### src/rtl/lpd_pkg.sv
// ----------------------------------------------------------------------------
// lpd_pkg
// Shared constants, types and helper functions of the scanner packet decoder.
// ----------------------------------------------------------------------------
`timescale 1ns / 1ps
`default_nettype none
package lpd_pkg;

  localparam int READINGS_DEF = 4;
  localparam int ANGLE_STEPS  = 360;
  localparam int ANG_OFFSET   = 642;  // 0xA0*4 + 2
  localparam int ANG_BIAS     = ANGLE_STEPS * ((ANG_OFFSET + ANGLE_STEPS - 1) / ANGLE_STEPS);
  localparam int ANG_W        = 11;
  localparam int ANG_OUT_W    = 9;
  localparam int DIST_W       = 14;
  localparam int POS_W        = 32;
  localparam int CFG_W        = 32;
  localparam int CFG_IDX_W    = 2;
  localparam int HEAD_W       = 16;
  localparam int XY_W         = 20;
  localparam int Z_W          = 17;
  localparam int PROD_W       = 35;
  localparam int CORDIC_STEPS = 16;
  localparam int STEP_W       = 4;
  localparam logic [XY_W-1:0]   CORDIC_GAIN = XY_W'(39797);
  localparam logic [HEAD_W-1:0] QTR_HALF    = 16'h2000;

  // (ang*65536 + 180) / 360 == (ang*8192 + 22) / 45, by reciprocal 2^28/45
  localparam int               DIV_SHIFT = 28;
  localparam logic [21:0]      DIV_ADD   = 22'((ANGLE_STEPS / 2) >> 3);
  localparam logic [22:0]      DIV_MUL   = 23'd5965233;

  localparam logic [CFG_IDX_W-1:0] REG_POSE_X   = 2'd0;
  localparam logic [CFG_IDX_W-1:0] REG_POSE_Y   = 2'd1;
  localparam logic [CFG_IDX_W-1:0] REG_POSE_HDG = 2'd2;

  typedef enum logic [3:0] {
    S_IDLE, S_ANG_INIT, S_ANG_RED, S_ROT_INIT, S_ROT,
    S_MUL_X, S_MUL_Y, S_PLACE_Y, S_OUT
  } state_t;

  typedef struct packed {
    logic take_byte;
    logic ang_init;
    logic ang_red;
    logic div_init;
    logic rot_init;
    logic rot_step;
    logic mul_x;
    logic mul_y;
    logic place_y;
    logic next_k;
  } cmd_t;

  typedef struct packed {
    logic pkt_ok;
    logic ang_done;
    logic step_done;
    logic last_k;
  } sts_t;

  function automatic logic [13:0] atan_lut(input logic [STEP_W-1:0] i);
    logic [13:0] r;
    case (i)
      4'd0:    r = 14'd8192;
      4'd1:    r = 14'd4836;
      4'd2:    r = 14'd2555;
      4'd3:    r = 14'd1297;
      4'd4:    r = 14'd651;
      4'd5:    r = 14'd326;
      4'd6:    r = 14'd163;
      4'd7:    r = 14'd81;
      4'd8:    r = 14'd41;
      4'd9:    r = 14'd20;
      4'd10:   r = 14'd10;
      4'd11:   r = 14'd5;
      4'd12:   r = 14'd3;
      4'd13:   r = 14'd1;
      4'd14:   r = 14'd1;
      default: r = 14'd0;
    endcase
    return r;
  endfunction

  // pose + round(prod / 256), saturated to 32 bits
  function automatic logic [POS_W-1:0] place(input logic signed [POS_W-1:0] pose,
                                             input logic signed [PROD_W-1:0] prod);
    logic signed [PROD_W:0]   t;
    logic signed [PROD_W+1:0] v;
    logic [POS_W-1:0]         r;
    t = (PROD_W+1)'(prod) + (PROD_W+1)'(128);
    v = (PROD_W+2)'(pose) + (PROD_W+2)'(t >>> 8);
    if (v > (PROD_W+2)'(64'sd2147483647)) begin
      r = 32'h7fff_ffff;
    end else if (v < -(PROD_W+2)'(64'sd2147483648)) begin
      r = 32'h8000_0000;
    end else begin
      r = v[POS_W-1:0];
    end
    return r;
  endfunction

endpackage
`default_nettype wire

### src/rtl/lpd_in_if.sv
// ----------------------------------------------------------------------------
// lpd_in_if
// Byte request channel into the decoder.
// ----------------------------------------------------------------------------
`timescale 1ns / 1ps
`default_nettype none
interface lpd_in_if;
  logic       valid;
  logic       ready;
  logic [7:0] data_byte;
  logic       first;
  modport source (output valid, output data_byte, output first, input ready);
  modport sink (input valid, input data_byte, input first, output ready);
endinterface
`default_nettype wire

### src/rtl/lpd_out_if.sv
// ----------------------------------------------------------------------------
// lpd_out_if
// Point request channel out of the decoder.
// ----------------------------------------------------------------------------
`timescale 1ns / 1ps
`default_nettype none
interface lpd_out_if;
  logic                           valid;
  logic                           ready;
  logic [lpd_pkg::ANG_OUT_W-1:0]  angle_index;
  logic [lpd_pkg::DIST_W-1:0]     distance;
  logic signed [lpd_pkg::POS_W-1:0] pos_x;
  logic signed [lpd_pkg::POS_W-1:0] pos_y;
  logic                           last;
  modport source (output valid, output angle_index, output distance, output pos_x,
                  output pos_y, output last, input ready);
  modport sink (input valid, input angle_index, input distance, input pos_x,
                input pos_y, input last, output ready);
endinterface
`default_nettype wire

### src/rtl/lpd_ctrl.sv
// ----------------------------------------------------------------------------
// lpd_ctrl
// Sequencer: byte intake, then per reading angle, scale, CORDIC, place, emit.
// ----------------------------------------------------------------------------
`timescale 1ns / 1ps
`default_nettype none
module lpd_ctrl (
  input  wire               clk,
  input  wire               rst_n,
  input  wire               in_valid,
  output logic              in_ready,
  output logic              out_valid,
  input  wire               out_ready,
  input  lpd_pkg::sts_t     sts,
  output lpd_pkg::cmd_t     cmd
);
  import lpd_pkg::*;

  state_t state_r, state_nxt;

  always_ff @(posedge clk) begin
    if (!rst_n) begin
      state_r <= S_IDLE;
    end else begin
      state_r <= state_nxt;
    end
  end

  always_comb begin
    state_nxt = state_r;
    case (state_r)
      S_IDLE:     if (in_valid && sts.pkt_ok) state_nxt = S_ANG_INIT;
      S_ANG_INIT: state_nxt = S_ANG_RED;
      S_ANG_RED:  if (sts.ang_done) state_nxt = S_ROT_INIT;
      S_ROT_INIT: state_nxt = S_ROT;
      S_ROT:      if (sts.step_done) state_nxt = S_MUL_X;
      S_MUL_X:    state_nxt = S_MUL_Y;
      S_MUL_Y:    state_nxt = S_PLACE_Y;
      S_PLACE_Y:  state_nxt = S_OUT;
      S_OUT: begin
        if (out_ready) state_nxt = sts.last_k ? S_IDLE : S_ANG_INIT;
      end
      default:    state_nxt = S_IDLE;
    endcase
  end

  always_comb begin
    cmd       = '0;
    in_ready  = 1'b0;
    out_valid = 1'b0;
    case (state_r)
      S_IDLE: begin
        in_ready      = 1'b1;
        cmd.take_byte = in_valid;
      end
      S_ANG_INIT: cmd.ang_init = 1'b1;
      S_ANG_RED: begin
        cmd.ang_red  = !sts.ang_done;
        cmd.div_init = sts.ang_done;
      end
      S_ROT_INIT: cmd.rot_init = 1'b1;
      S_ROT:      cmd.rot_step = 1'b1;
      S_MUL_X:    cmd.mul_x = 1'b1;
      S_MUL_Y:    cmd.mul_y = 1'b1;
      S_PLACE_Y:  cmd.place_y = 1'b1;
      S_OUT: begin
        out_valid  = 1'b1;
        cmd.next_k = out_ready && !sts.last_k;
      end
      default: ;
    endcase
  end

endmodule
`default_nettype wire

### src/rtl/lpd_datapath.sv
// ----------------------------------------------------------------------------
// lpd_datapath
// Byte assembly, checksum, reading store, angle reduce and scale, CORDIC, place.
// ----------------------------------------------------------------------------
`timescale 1ns / 1ps
`default_nettype none
module lpd_datapath #(
  parameter int READINGS_PER_PACKET = lpd_pkg::READINGS_DEF
) (
  input  wire                                clk,
  input  wire                                rst_n,
  input  lpd_pkg::cmd_t                      cmd,
  output lpd_pkg::sts_t                      sts,
  input  wire [7:0]                          in_data_byte,
  input  wire                                in_first,
  input  wire                                cfg_we,
  input  wire [lpd_pkg::CFG_IDX_W-1:0]       cfg_index,
  input  wire [lpd_pkg::CFG_W-1:0]           cfg_data,
  output logic [lpd_pkg::ANG_OUT_W-1:0]      out_angle_index,
  output logic [lpd_pkg::DIST_W-1:0]         out_distance,
  output logic signed [lpd_pkg::POS_W-1:0]   out_pos_x,
  output logic signed [lpd_pkg::POS_W-1:0]   out_pos_y,
  output logic                               out_last
);
  import lpd_pkg::*;

  localparam int PKT_LEN   = 6 + 4 * READINGS_PER_PACKET;
  localparam int SUM_WORDS = 2 + 2 * READINGS_PER_PACKET;
  localparam int CNT_W     = $clog2(PKT_LEN + 1);
  localparam int SUM_W     = 16 + SUM_WORDS;
  localparam int KW        = (READINGS_PER_PACKET > 1) ? $clog2(READINGS_PER_PACKET) : 1;

  logic signed [POS_W-1:0] pose_x_r, pose_y_r;
  logic [HEAD_W-1:0]       pose_hdg_r;
  logic [CNT_W-1:0]        count_r;
  logic [SUM_W-1:0]        sum_r;
  logic [7:0]              low_r, idx_r;
  logic [15:0]             words_r [READINGS_PER_PACKET];
  logic [KW-1:0]           k_r;
  logic [ANG_W-1:0]        ang_r;
  logic [DIST_W-1:0]       dist_r;
  logic [HEAD_W-1:0]       q_r;
  logic [STEP_W-1:0]       step_r;
  logic signed [XY_W-1:0]  x_r, y_r;
  logic signed [Z_W-1:0]   z_r;
  logic [1:0]              quad_r;
  logic signed [PROD_W-1:0] prod_r;
  logic signed [POS_W-1:0] pos_x_r, pos_y_r;

  logic [CNT_W-1:0]        cnt_eff;
  logic                    active;
  logic [CNT_W-2:0]        widx;
  logic [15:0]             word;
  logic [14:0]             fold;
  logic [21:0]             qnum;
  logic [43:0]             qprod;
  logic [HEAD_W-1:0]       theta, qsum, zraw;
  logic signed [XY_W-1:0]  dx, dy, trig_c, trig_s;
  logic signed [Z_W-1:0]   at;
  logic [15:0]             wsel;

  assign cnt_eff = in_first ? '0 : count_r;
  assign active  = in_first || (count_r < CNT_W'(PKT_LEN));
  assign widx    = cnt_eff[CNT_W-1:1];
  assign word    = {in_data_byte, low_r};
  assign fold    = sum_r[14:0] + 15'(sum_r >> 15);

  assign sts.pkt_ok    = active && cnt_eff[0] && (widx == (CNT_W-1)'(SUM_WORDS))
                         && ({1'b0, fold} == word);
  assign sts.ang_done  = ang_r < ANG_W'(ANGLE_STEPS);
  assign sts.step_done = step_r == STEP_W'(CORDIC_STEPS - 1);
  assign sts.last_k    = k_r == KW'(READINGS_PER_PACKET - 1);

  assign qnum    = {ang_r[8:0], 13'd0} + DIV_ADD;
  assign qprod   = 44'(qnum) * 44'(DIV_MUL);
  assign theta   = pose_hdg_r + q_r;
  assign qsum    = theta + QTR_HALF;
  assign zraw    = theta - {qsum[15:14], 14'd0};
  assign dx      = y_r >>> step_r;
  assign dy      = x_r >>> step_r;
  assign at      = Z_W'({3'b000, atan_lut(step_r)});
  assign wsel    = words_r[k_r];

  always_comb begin
    case (quad_r)
      2'd0:    begin trig_c = x_r;  trig_s = y_r;  end
      2'd1:    begin trig_c = -y_r; trig_s = x_r;  end
      2'd2:    begin trig_c = -x_r; trig_s = -y_r; end
      default: begin trig_c = y_r;  trig_s = -x_r; end
    endcase
  end

  always_ff @(posedge clk) begin
    if (!rst_n) begin
      pose_x_r   <= '0;
      pose_y_r   <= '0;
      pose_hdg_r <= '0;
    end else if (cfg_we) begin
      case (cfg_index)
        REG_POSE_X:   pose_x_r   <= cfg_data;
        REG_POSE_Y:   pose_y_r   <= cfg_data;
        REG_POSE_HDG: pose_hdg_r <= cfg_data[HEAD_W-1:0];
        default: ;
      endcase
    end
  end

  always_ff @(posedge clk) begin
    if (!rst_n) begin
      count_r <= CNT_W'(PKT_LEN);
      sum_r   <= '0;
      low_r   <= '0;
      idx_r   <= '0;
    end else if (cmd.take_byte && active) begin
      count_r <= cnt_eff + 1'b1;
      if (in_first) sum_r <= '0;
      if (cnt_eff == CNT_W'(1)) idx_r <= in_data_byte;
      if (!cnt_eff[0]) begin
        low_r <= in_data_byte;
      end else if (widx < (CNT_W-1)'(SUM_WORDS)) begin
        sum_r <= {sum_r[SUM_W-2:0], 1'b0} + SUM_W'(word);
      end
    end
  end

  always_ff @(posedge clk) begin
    if (cmd.take_byte && active && cnt_eff[0] && (widx < (CNT_W-1)'(SUM_WORDS))
        && (widx >= (CNT_W-1)'(2)) && !widx[0]) begin
      words_r[KW'((widx - (CNT_W-1)'(2)) >> 1)] <= word;
    end
  end

  always_ff @(posedge clk) begin
    if (cmd.take_byte) k_r <= '0;
    else if (cmd.next_k) k_r <= k_r + 1'b1;
    if (cmd.ang_init) begin
      ang_r  <= ANG_W'(int'(idx_r) * 4 + int'(k_r) + ANG_BIAS - ANG_OFFSET);
      dist_r <= (wsel[15:14] != 2'b00) ? '0 : wsel[DIST_W-1:0];
    end else if (cmd.ang_red) begin
      ang_r <= ang_r - ANG_W'(ANGLE_STEPS);
    end
    if (cmd.div_init) q_r <= qprod[DIV_SHIFT +: HEAD_W];
    if (cmd.rot_init) begin
      quad_r <= qsum[15:14];
      z_r    <= Z_W'(signed'(zraw));
      x_r    <= CORDIC_GAIN;
      y_r    <= '0;
      step_r <= '0;
    end else if (cmd.rot_step) begin
      if (!z_r[Z_W-1]) begin
        x_r <= x_r - dx;
        y_r <= y_r + dy;
        z_r <= z_r - at;
      end else begin
        x_r <= x_r + dx;
        y_r <= y_r - dy;
        z_r <= z_r + at;
      end
      step_r <= step_r + 1'b1;
    end
    if (cmd.mul_x) prod_r <= $signed({1'b0, dist_r}) * trig_c;
    if (cmd.mul_y) begin
      prod_r  <= $signed({1'b0, dist_r}) * trig_s;
      pos_x_r <= (dist_r == '0) ? '0 : place(pose_x_r, prod_r);
    end
    if (cmd.place_y) pos_y_r <= (dist_r == '0) ? '0 : place(pose_y_r, prod_r);
  end

  assign out_angle_index = ang_r[ANG_OUT_W-1:0];
  assign out_distance    = dist_r;
  assign out_pos_x       = pos_x_r;
  assign out_pos_y       = pos_y_r;
  assign out_last        = sts.last_k;

endmodule
`default_nettype wire

### src/rtl/lidar_packet_decoder_core.sv
// ----------------------------------------------------------------------------
// lidar_packet_decoder_core
// Decodes scanner distance packets and turns each reading into a world point.
// ----------------------------------------------------------------------------
// Channel   Dir  Payload                                     Handshake
// in_chan   in   data_byte[7:0], first                       valid/ready
// out_chan  out  angle_index[8:0], distance[13:0],
//                pos_x[31:0], pos_y[31:0], last              valid/ready
// cfg_*     in   cfg_index[1:0], cfg_data[31:0]              cfg_we
//
// A byte that ends no good packet leaves the decoder in S_IDLE, ready for the next byte.
// A good final byte starts a per-reading sequence, which waits at output on
// out_chan.ready: angle load, angle reduce and scale, CORDIC setup and 16 steps,
// multiply/place (MUL_X, MUL_Y, PLACE_Y), output.
// in_chan.ready is low from the final byte until the last point is taken.
// Synchronous active-low reset returns the decoder to waiting for a first byte.
// ----------------------------------------------------------------------------
`timescale 1ns / 1ps
`default_nettype none
module lidar_packet_decoder_core #(
  parameter int READINGS_PER_PACKET = lpd_pkg::READINGS_DEF
) (
  input  wire                              clk,
  input  wire                              rst_n,
  lpd_in_if.sink                           in_chan,
  lpd_out_if.source                        out_chan,
  input  wire                              cfg_we,
  input  wire [lpd_pkg::CFG_IDX_W-1:0]     cfg_index,
  input  wire [lpd_pkg::CFG_W-1:0]         cfg_data
);
  import lpd_pkg::*;

  cmd_t cmd;
  sts_t sts;

  lpd_ctrl u_ctrl (
    .clk       (clk),
    .rst_n     (rst_n),
    .in_valid  (in_chan.valid),
    .in_ready  (in_chan.ready),
    .out_valid (out_chan.valid),
    .out_ready (out_chan.ready),
    .sts       (sts),
    .cmd       (cmd)
  );

  lpd_datapath #(.READINGS_PER_PACKET(READINGS_PER_PACKET)) u_dp (
    .clk             (clk),
    .rst_n           (rst_n),
    .cmd             (cmd),
    .sts             (sts),
    .in_data_byte    (in_chan.data_byte),
    .in_first        (in_chan.first),
    .cfg_we          (cfg_we),
    .cfg_index       (cfg_index),
    .cfg_data        (cfg_data),
    .out_angle_index (out_chan.angle_index),
    .out_distance    (out_chan.distance),
    .out_pos_x       (out_chan.pos_x),
    .out_pos_y       (out_chan.pos_y),
    .out_last        (out_chan.last)
  );

endmodule
`default_nettype wire

### src/flat_wrapper.sv
// flat-port wrapper written by rule: the top's interface ports become plain ports
module lidar_packet_decoder_core_flat import lpd_pkg::*;
#(
  parameter int READINGS_PER_PACKET = lpd_pkg::READINGS_DEF
)
  (clk, rst_n, cfg_we, cfg_index, cfg_data, in_chan_valid, in_chan_data_byte, in_chan_first, in_chan_ready, out_chan_valid, out_chan_angle_index, out_chan_distance, out_chan_pos_x, out_chan_pos_y, out_chan_last, out_chan_ready);
  lpd_in_if in_chan_i ();
  lpd_out_if out_chan_i ();
  input  wire clk;
  input  wire rst_n;
  input  wire cfg_we;
  input  wire [lpd_pkg::CFG_IDX_W-1:0] cfg_index;
  input  wire [lpd_pkg::CFG_W-1:0] cfg_data;
  input wire logic [$bits(in_chan_i.valid)-1:0] in_chan_valid;
  input wire logic [$bits(in_chan_i.data_byte)-1:0] in_chan_data_byte;
  input wire logic [$bits(in_chan_i.first)-1:0] in_chan_first;
  output wire logic [$bits(in_chan_i.ready)-1:0] in_chan_ready;
  output wire logic [$bits(out_chan_i.valid)-1:0] out_chan_valid;
  output wire logic [$bits(out_chan_i.angle_index)-1:0] out_chan_angle_index;
  output wire logic [$bits(out_chan_i.distance)-1:0] out_chan_distance;
  output wire logic [$bits(out_chan_i.pos_x)-1:0] out_chan_pos_x;
  output wire logic [$bits(out_chan_i.pos_y)-1:0] out_chan_pos_y;
  output wire logic [$bits(out_chan_i.last)-1:0] out_chan_last;
  input wire logic [$bits(out_chan_i.ready)-1:0] out_chan_ready;
  assign in_chan_i.valid = in_chan_valid;
  assign in_chan_i.data_byte = in_chan_data_byte;
  assign in_chan_i.first = in_chan_first;
  assign in_chan_ready = in_chan_i.ready;
  assign out_chan_valid = out_chan_i.valid;
  assign out_chan_angle_index = out_chan_i.angle_index;
  assign out_chan_distance = out_chan_i.distance;
  assign out_chan_pos_x = out_chan_i.pos_x;
  assign out_chan_pos_y = out_chan_i.pos_y;
  assign out_chan_last = out_chan_i.last;
  assign out_chan_i.ready = out_chan_ready;
  lidar_packet_decoder_core #(.READINGS_PER_PACKET(READINGS_PER_PACKET)) u_core (.clk(clk), .rst_n(rst_n), .in_chan(in_chan_i), .out_chan(out_chan_i), .cfg_we(cfg_we), .cfg_index(cfg_index), .cfg_data(cfg_data));
endmodule
### config.mk
export PLATFORM = sky130hd
export DESIGN_NAME = lidar_packet_decoder_core_flat
export DESIGN_NICKNAME = d
export VERILOG_FILES = /design/src/rtl/lpd_pkg.sv /design/src/rtl/lpd_in_if.sv /design/src/rtl/lpd_out_if.sv /design/src/rtl/lpd_ctrl.sv /design/src/rtl/lpd_datapath.sv /design/src/rtl/lidar_packet_decoder_core.sv /design/src/flat_wrapper.sv
export SDC_FILE = /design/constraint.sdc
export NUM_CORES = 2
export LEC_CHECK = 0
export ABC_AREA = 1
export BUFFER_PORTS_ARGS = -buffer_cell sky130_fd_sc_hd__buf_2
export CAP_MARGIN = 20
export CELL_PAD_IN_SITES_DETAIL_PLACEMENT = 1
export CELL_PAD_IN_SITES_GLOBAL_PLACEMENT = 1
export CORE_ASPECT_RATIO = 1.2
export CORE_MARGIN = 5
export CORE_UTILIZATION = 53
export CTS_CLUSTER_DIAMETER = 100
export CTS_CLUSTER_SIZE = 16
export DETAILED_ROUTE_END_ITERATION = 6
export HOLD_SLACK_MARGIN = 0.15
export PLACE_DENSITY = 0.95
export SKIP_LAST_GASP = 1
export SLEW_MARGIN = 20
export SYNTH_ARGS = -nofsm -noshare
export SYNTH_HDL_FRONTEND = slang
export SYNTH_SLANG_ARGS = --single-unit
### constraint.sdc
create_clock -name clk -period 22.1 [get_ports clk]
set_input_delay 3.315 -clock clk [delete_from_list [all_inputs] [get_ports clk]]
set_output_delay 3.315 -clock clk [all_outputs]
set_load 0.1 [all_outputs]
==> flow_metrics.tcl <==
set metrics [dict create \
    synth-seq-cells 409 \
    synth_xor_area_frac 0.0460 \
    critical-path-top-delay-family "adder cells" \
    ios 138 \
    hold_path_end "u_core.u_dp.pose_hdg_r[13]$_SDFFE_PN0P_" \
    synth_mux_area_frac 0.000188 \
    min-delay-path-class "reg -> reg" \
    cts.sink_count 409 \
    cpMostUsedCell "inv_1" \
    start_util 0.533 \
    r2r_end "u_core.u_dp.prod_r[34]$_DFFE_PP_" \
    fin_setup_tns_ns 0 \
    wl_um 200000 \
    reg2reg_slack_ns 12.63 \
    insertion_delay_ns 0.62 \
    drive_above_1_share 0.0607 \
    crit_cells 28 \
    post_cts_buffers 0 \
    dr.pass1.iters 7 \
    ant_nets 0 \
    min_delay_path_depth 2 \
    synth_compound_area_frac 0.118 \
    wire_per_inst_um 24.0 \
    htree_levels 2 \
    hold-worst-slack_ns 0.456 \
    core_area_um2 99900 \
    worstPathArrival_ns 9.81 \
    fp.dieArea_um2 107000 \
    synth_adder_area_share 0.324 \
    cts-root-buf "clkbuf_16" \
    max-cap-violations 0 \
    cts_buffer_depth 3 \
    grt_pass1_vias 55400 \
    synthCells 7003 \
    m1WireLength_um 71700 \
    io_buffers 137 \
    fmax_mhz 106 \
    hold_start "u_core.u_dp.pose_hdg_r[13]$_SDFFE_PN0P_" \
    post-route-period-util 0.428 \
    synth_area_per_cell_um2 7.61 \
    synthArstFlopShare 0 \
    synth_edf_count 216 \
    rsz0062_at_grt "no" \
    setup_viol 0 \
    top_layer_used "met4" \
    startpoint_type "flip-flop" \
    worstMarginPinSlew_ns 1.11 \
    cp-end-kind "flip-flop" \
    ff2ff_path_depth 28 \
    worstReg2RegStart "u_core.u_dp.quad_r[1]$_DFFE_PP_" \
    syn_area_um2 53300 \
    cp_slowest_cell "edfxtp_1" \
    slowest_delay_ns 0.73 \
    grt_pass1_wl_um 308000 \
    fin_crit_ns 9.47 \
    antenna_found_initial 4 \
    cts_tree "done" \
    cts-hold-fix-buffers 0 \
    gp_congestion 0.959 \
    outcome "complete, no violations" \
    area_growth_pct 5.52 \
    path_clk_slew_ns 0.08 \
    yosys.area_share.simple 0.214 \
    die_h_um 357 \
    final_area_um2 56200 \
    crit_fanout 23 \
    cp.buffers_inverters 7 \
    grt_max_degree 71 \
    yosys.area.top_type "fa_1" \
    crit_type "reg -> reg" \
    cp.required_ns 22.45 \
    dr_wl_met2_um 96400 \
    layout.nets 8095 \
    synthDistinctLibCells 70 \
    numCtsBuffers 36 \
    relSlewSlack 0.255 \
    via_per_inst 6.05 \
    synth_top_family_by_area "adder cells" \
    drtIter0Drc 3741 \
    drv_slew 0 \
    grt_remaining_overflow 0 \
    yosysWarnings 0 \
    synth_top_area_frac 0.212 \
    num_vias 50400 \
    hold_viol_final 0 \
    hpwl_um 158000 \
    finClkSkew_ns 0.0345 \
    ys_top_cells_by_area "fa_1 21%, edfxtp_1 12%, ha_1 11%, nand2_1 8.4%, inv_1 8.2%" \
    chipWidth_um 300 \
    rows 127 \
    cts_resized 0 \
    track_usage 0.366 \
    syn_nets 8092 \
    remaining_drc_errors 0 \
    placed_area_um2 55000 \
    wl_met3_um 14400 \
    synth-seq-area-share 0.194 \
    synth_flop_cell "edfxtp_1" \
]
==> worst max path at each step <==
stage | endpoint | from | slack [ns]
6_report | u_core.u_dp.prod_r[34]$_DFFE_PP_ | u_core.u_dp.quad_r[1]$_DFFE_PP_ | 12.63
5_1_grt | u_core.u_dp.prod_r[34]$_DFFE_PP_ | u_core.u_dp.quad_r[1]$_DFFE_PP_ | 12.23
4_1_cts | u_core.u_dp.prod_r[34]$_DFFE_PP_ | u_core.u_dp.quad_r[1]$_DFFE_PP_ | 12.92
3_5_place_dp | u_core.u_dp.prod_r[34]$_DFFE_PP_ | u_core.u_dp.quad_r[1]$_DFFE_PP_ | 12.95
3_3_place_gp | u_core.u_dp.prod_r[34]$_DFFE_PP_ | u_core.u_dp.quad_r[1]$_DFFE_PP_ | 13.20
2_1_floorplan | u_core.u_dp.prod_r[34]$_DFFE_PP_ | u_core.u_dp.y_r[2]$_SDFFE_PP0P_ | 14.92
==> cell families after synthesis <==
family,Yosys count
muxes,1
xor gates and xnor gates,280
buffers and inverters,1433
DFF,409
AOI/OAI and AO/OA,1153
and+or+nand+nor,2686
adders and majority gates,1041
==> layout by cell type, fill, tap and decap left out, types with 48 or more instances in the layout <==
cell type and count:
nor3_1 48, nor2_1 853, nand4_1 50, buf_2 137
inv_1 1168, xnor2_1 109, dfxtp_1 193, o21ai_0 478
a21oi_1 445, ha_1 476, nand3_1 356, edfxtp_1 216
buf_4 49, xor2_1 171, nand2_1 1200, fa_1 565
==> metrics by stage <==
stage	cells	worst slack [ns]	util
6_report	8325	12.63	0.563
5_1_grt	8323	12.23	0.563
4_1_cts	8322	12.92	0.562
3_5_place_dp	8257	12.95	0.551
3_3_place_gp	8257	13.20	0.551
2_1_floorplan	7003	14.92	-
==> cell usage after synthesis, drive strengths merged (6+ instances only) <==
| library cell | n |
|---|---|
| nor3 | 63 |
| inv | 1197 |
| nor2 | 875 |
| nand3 | 387 |
| nand3b | 11 |
| o21a | 21 |
| dfxtp | 193 |
| xor2 | 171 |
| buf | 67 |
| nor4 | 24 |
| and3 | 6 |
| xnor2 | 109 |
| nand2 | 1235 |
| o21ai | 524 |
| or2 | 24 |
| o21bai | 11 |
| o2111ai | 13 |
| edfxtp | 216 |
| o211ai | 17 |
| clkinv | 14 |
| a21oi | 449 |
| a21boi | 7 |
| fa | 565 |
| ha | 476 |
| a31oi | 39 |
| o31ai | 11 |
| a21o | 11 |
| clkbuf | 155 |
| a211oi | 8 |
| o22ai | 20 |
| nand4 | 53 |
==> sequential cells by signal, indices dropped and copies added, names as in the netlist, named ones only <==
register                  count
u_core.u_dp.pose_hdg_r       16
u_core.u_ctrl.state_r         4
u_core.u_dp.out_pos_x        32
u_core.u_dp.x_r              20
u_core.u_dp.words_r          64
u_core.u_dp.out_pos_y        32
u_core.u_dp.low_r             8
u_core.u_dp.ang_r            11
u_core.u_dp.at               14
u_core.u_dp.count_r           5
u_core.u_dp.q_r              16
u_core.u_dp.pose_y_r         32
u_core.u_dp.idx_r             8
u_core.u_dp.prod_r           28
u_core.u_dp.y_r              20
u_core.u_dp.pose_x_r         32
u_core.u_dp.sum_r            26
u_core.u_dp.z_r              17
u_core.u_dp.quad_r            2
u_core.u_dp.out_distance     14
u_core.u_dp.step_r            4
u_core.u_dp.k_r               2
==> worst register-to-register path: cells and delay by family (launching register included) <==
kind	cells	cell delay, ns
AO/OA/AOI/OAI	9	2.36
flip-flops	1	0.73
AND/OR/NAND/NOR	5	1.30
adder cells (fa/ha/maj)	7	3.45
buffers and inverters	7	1.42
==> area by class of cell <==
cell class,instances,area [um2]
inverters,1211,4550
repair buffers,187,1080
diodes,2,5.00
well taps,1290,1610
fillers,12700,43700
clock buffers,51,957
multi-input cells,5161,37500
flip-flops and latches,409,10300
clock inverters,14,203
==> metal layers <==
metal / up-vias / global-route usage
met1: 24800 / 0.407
met5: - / 0
met3: 938 / 0.0627
met4: 0 / 0.257
li1: 22400 / -
met2: 2300 / 0.639
Power is left out: the tool's default activity adds up to more than one toggle a clock period on the data nets, which glitch-free logic cannot reach.
